--- config.mk ---
export PLATFORM = sky130hd
export DESIGN_NAME = pav_ctrl
export DESIGN_NICKNAME = d
export VERILOG_FILES = /design/src/hw/rtl/pav_pkg.sv /design/src/hw/rtl/pav_ctrl.sv
export SDC_FILE = /design/constraint.sdc
export NUM_CORES = 1
export LEC_CHECK = 0
export BUFFER_PORTS_ARGS = -buffer_cell sky130_fd_sc_hd__buf_2
export CAP_MARGIN = 20
export CORE_AREA = 2 2 39 41
export DETAILED_ROUTE_END_ITERATION = 6
export DIE_AREA = 0 0 41 43
export PLACE_DENSITY_LB_ADDON = 0.1
export SYNTH_ARGS = -nofsm -noshare
export SYNTH_HDL_FRONTEND = slang
export SYNTH_SLANG_ARGS = --single-unit
--- constraint.sdc ---
create_clock -name i_clk -period 1.19 [get_ports i_clk]
set_input_delay 0.357 -clock i_clk [delete_from_list [all_inputs] [get_ports i_clk]]
set_output_delay 0.357 -clock i_clk [all_outputs]
set_load 0.02 [all_outputs]
--- src/hw/rtl/pav_pkg.sv ---
// Package for the versioned array store: request and response payloads,
// command and status codes, and the control and status bundles that join
// the sequencer and the datapath. No dependencies.
package pav_pkg;

    typedef struct packed {
        logic [1:0]         command;
        logic [9:0]         version;
        logic [10:0]        position;
        logic signed [31:0] value;
    } t_req;

    typedef struct packed {
        logic signed [31:0] read_value;
        logic [9:0]         new_version;
        logic [2:0]         status;
    } t_rsp;

    localparam logic [1:0] CMD_LOAD   = 2'd0;
    localparam logic [1:0] CMD_UPDATE = 2'd1;
    localparam logic [1:0] CMD_QUERY  = 2'd2;

    localparam logic [2:0] ST_OK        = 3'd0;
    localparam logic [2:0] ST_BAD_POS   = 3'd1;
    localparam logic [2:0] ST_BAD_VER   = 3'd2;
    localparam logic [2:0] ST_BUDGET    = 3'd3;
    localparam logic [2:0] ST_LATE_LOAD = 3'd4;

    localparam logic [10:0] LEN_RESET = 11'd1024;

    typedef struct packed {
        logic clr;
        logic capture;
        logic set_err;
        logic end_load;
        logic load_wr;
        logic root;
        logic step;
        logic leaf_wr;
        logic finish;
        logic push;
    } t_ctl;

    typedef struct packed {
        logic clr_last;
        logic is_ext;
        logic has_err;
        logic at_leaf;
        logic out_free;
    } t_sts;

endpackage

--- src/hw/rtl/pav_ctrl.sv ---
// Sequencer of the versioned array store: clearing pass, request checks,
// tree walk steps and result hand-off. Depends on pav_pkg.
module pav_ctrl (
    input  logic        i_clk,
    input  logic        i_rst_n,
    input  logic        i_in_valid,
    output logic        o_in_ready,
    input  pav_pkg::t_sts i_sts,
    output pav_pkg::t_ctl o_ctl
);

    typedef enum logic [3:0] {
        S_CLEAR, S_IDLE, S_CHECK, S_VREAD, S_ROOT, S_WALK, S_STEP, S_LEAF_RD, S_LEAF, S_OUT
    } t_state;

    t_state r_state;
    t_state n_state;

    always_comb begin
        n_state = r_state;
        o_ctl   = '0;
        case (r_state)
            S_CLEAR: begin
                o_ctl.clr = 1'b1;
                if (i_sts.clr_last) begin
                    n_state = S_IDLE;
                end
            end
            S_IDLE: begin
                if (i_in_valid) begin
                    o_ctl.capture = 1'b1;
                    n_state = S_CHECK;
                end
            end
            S_CHECK: begin
                o_ctl.set_err  = 1'b1;
                o_ctl.end_load = i_sts.is_ext;
                o_ctl.load_wr  = !i_sts.is_ext && !i_sts.has_err;
                if (i_sts.is_ext && !i_sts.has_err) begin
                    n_state = S_VREAD;
                end else begin
                    n_state = S_OUT;
                end
            end
            S_VREAD: n_state = S_ROOT;
            S_ROOT: begin
                o_ctl.root = 1'b1;
                n_state = S_WALK;
            end
            S_WALK: begin
                if (i_sts.at_leaf) begin
                    n_state = S_LEAF_RD;
                end else begin
                    n_state = S_STEP;
                end
            end
            S_STEP: begin
                o_ctl.step = 1'b1;
                n_state = S_WALK;
            end
            S_LEAF_RD: begin
                o_ctl.leaf_wr = 1'b1;
                n_state = S_LEAF;
            end
            S_LEAF: begin
                o_ctl.finish = 1'b1;
                n_state = S_OUT;
            end
            S_OUT: begin
                if (i_sts.out_free) begin
                    o_ctl.push = 1'b1;
                    n_state = S_IDLE;
                end
            end
            default: n_state = S_IDLE;
        endcase
    end

    always_ff @(posedge i_clk) begin
        if (!i_rst_n) begin
            r_state <= S_CLEAR;
        end else begin
            r_state <= n_state;
        end
    end

    assign o_in_ready = (r_state == S_IDLE);

endmodule

==> metrics.txt <==
status=finished, violations left; failing checks=setup timing; Tmin final=~1600 ps; Synth area leaders=dfxtp_1, buf_4, nand2b_1, nor2_1, a2111oi_2; core area=1384 um^2; Die W=roughly 40 um; PortBufs=18; Mapped Area=between 300 and 400 um^2; P&R area growth vs syn=108.4%; Leakage=between 0.3 and 0.4 nW; Flop pwr share=approximately 22%; Starting DRT DRC Count=5; Most flops, register=r_state; YS warnings=0; max-cap violations=0; adder and majority gate portion of the synthesized area=0%; GR Util met2=approximately 27%; worst-margin pin slew=~270 ps; Placer Congestion=between 0.7 and 0.8; drt first pass iters=2; sw power=253.2 uW; main combinational cell family by area after synthesis=simple AND/OR/NAND/NOR gates; max reg flops=4; CTS tree=yes; fin nets=93; drt drc=0; Mean Syn Cell Area=a little under 8 um^2; IO Pins=19; Slew Limit Headroom=about 82%; clock share of power=between 20% and 30%; Util after Layout=55.79%; Final period util=131.6%; Worst Hold Class=in -> reg; Ant. Diodes=0; endpoints failing setup=12; Combinational Power Share=a little over half; clk buf depth=2; overall power=approximately 730 uW; sequential-to-total area share from yosys stat=21.62%; via count=between 400 and 500; cell taking the most area after synthesis=dfxtp_1; Top Registers=r_state x4; Die Area=1763 um^2; post-synthesis compound-gate area fraction=a little under a quarter; unrepaired setup endpoints after global routing=yes; critical path arrival=around 1200 ps; Crit Path Max Fanout=6; GR met3 Demand/Resource=under 10%; simple logic cell fraction of the synthesized area=~40%; clock sinks=4; clk_lat worst skew=between 200 and 300 ps; post-synthesis xor/xnor area fraction=under 10%; clk root buf=clkbuf_4; Routed Antenna Nets=0; largest net degree at the start of global routing=10; multiplexer share of the synthesized area=around 2.7%; GR Overflow Total=0; Async SR Flop Fraction=0%; starting density of the core=26.76%; final wirelength=between 1 and 1.5 mm; fin. max-slew vios=0; Worst Path Required=about 830 ps; die height=43 um; CTS Buf Count=3; switching share of power=between 30% and 40%; M1 GR Usage=between 15 and 20%; count of final hold-check violations=0; GRT Resource Usage Total=16.78%; crit path kind=reg -> out; Seq cells post-synth=4; GR peak layer=met2; Crit. End Element=output pin; first-pass GRT wire length=1.835 mm; H-tree depth=1; type of origin of the critical path=register; share of cells above drive strength 1=roughly 73%; clock-pin slew on the worst setup and hold paths=roughly 30 ps; WL/cell=11.69 um; PnR worst setup slack=-375.7 ps; DP HPWL=between 800 and 900 um; ys flop type=dfxtp_1; worst vdd ir=approximately 490 uV; Hold-fix buffers, CTS=0; initial antenna violation count=0; vias per cell=4.636; fmax=approximately 0.64 GHz; internal power=around 480 uW; pwr dens=~950 nW/um^2; Setup Skew=9.524 ps; row cnt=14; syn_nets=between 50 and 60; number of global-route vias before repair=441; Syn Inst Count=between 40 and 50; EDFF count, synth=0; Distinct cells, synth=27; Synth top area share=about 22%
worst max-delay path, stage by stage (launching register included):
cell	delay [ps]
dfxtp_2	320
buf_6	130
nor3_4	170
nor3b_4	210
buf_6	140
metal layers:
layer / share of wire [%] / wire [um]
met1: 37 / 433
met2: 54 / 629
met3: 4.9 / 57
met4: 3.1 / 36
met5: 0 / 0
layout by cell type (no fill, tap or decap), types with 2 or more instances in the layout:
cell type and count:
buf_4 16, nor2b_4 2, nand2b_1 2, nor2_4 2
a21boi_1 2, buf_6 12, clkbuf_4 3, buf_2 9
dfxtp_2 2, dfxtp_4 2, inv_1 3, nor2_1 3
nand2_1 3
worst paths after layout:
kind,from,endpoint,slack (ps),cells after the start
hold / removal,i_rst_n,r_state[0],400,2
setup reg to reg,r_state[3],r_state[3],-90,7
setup / recovery,r_state[0],o_ctl[5],-380,4
hold reg to reg,r_state[3],r_state[1],560,2
synth_stat cells, types with 2 or more instances:
cell      n
buf_4     4
dfxtp_1   4
nor3_1    2
and2_1    2
nand2_1   3
inv_1     3
a21boi_1  2
o21ai_1   2
nand2b_1  3
nor2_1    5
what timing repair did:
item / CTS / global route
resized for setup: 30 / 5
pin swaps: 6 / 3
endpoints found under the setup margin: 14 / 14
hold endpoints to repair: 0 / 0
setup buffers: 4 / 1
power by group through the flow:
stage               Sequential (mW)  Combinational [mW]  Clock (mW)
detailed placement            0.163               0.304           0
global route                  0.165               0.422       0.200
global placement              0.162               0.306           0
floorplan                     0.156               0.196           0
CTS                           0.163               0.370       0.185
finish                        0.163               0.391       0.178
through the flow:
step	setup TNS (ps)	area (um^2)	hold slack (ps)	setup WS [ps]	cells
after floorplan	-1226	419.2	500.5	-361.5	47
after global placement	-1821	596.8	582.7	-176.8	91
after detailed placement	-1883	596.8	596.0	-197.7	91
after CTS	-3462	739.5	394.1	-389.5	98
after global routing	-4070	772.0	392.6	-469.0	99
final	-3270	772.0	401.3	-375.7	99
cell type report:
type                       count  area (um^2)
clock buffer                   3        22.52
fill                         140        611.8
inverter                       3        11.26
multi-input combinational     36        327.8
sequential                     4        90.09
tap                           16        20.02
timing repair buffer          37        300.3
cell families after synthesis:
logic type	Yosys count
buf+inv	7
simple gates	24
flops	4
compound gates	10
xor+xnor	1
mux	1
No activity file was read; power rests on OpenSTA's default activity.
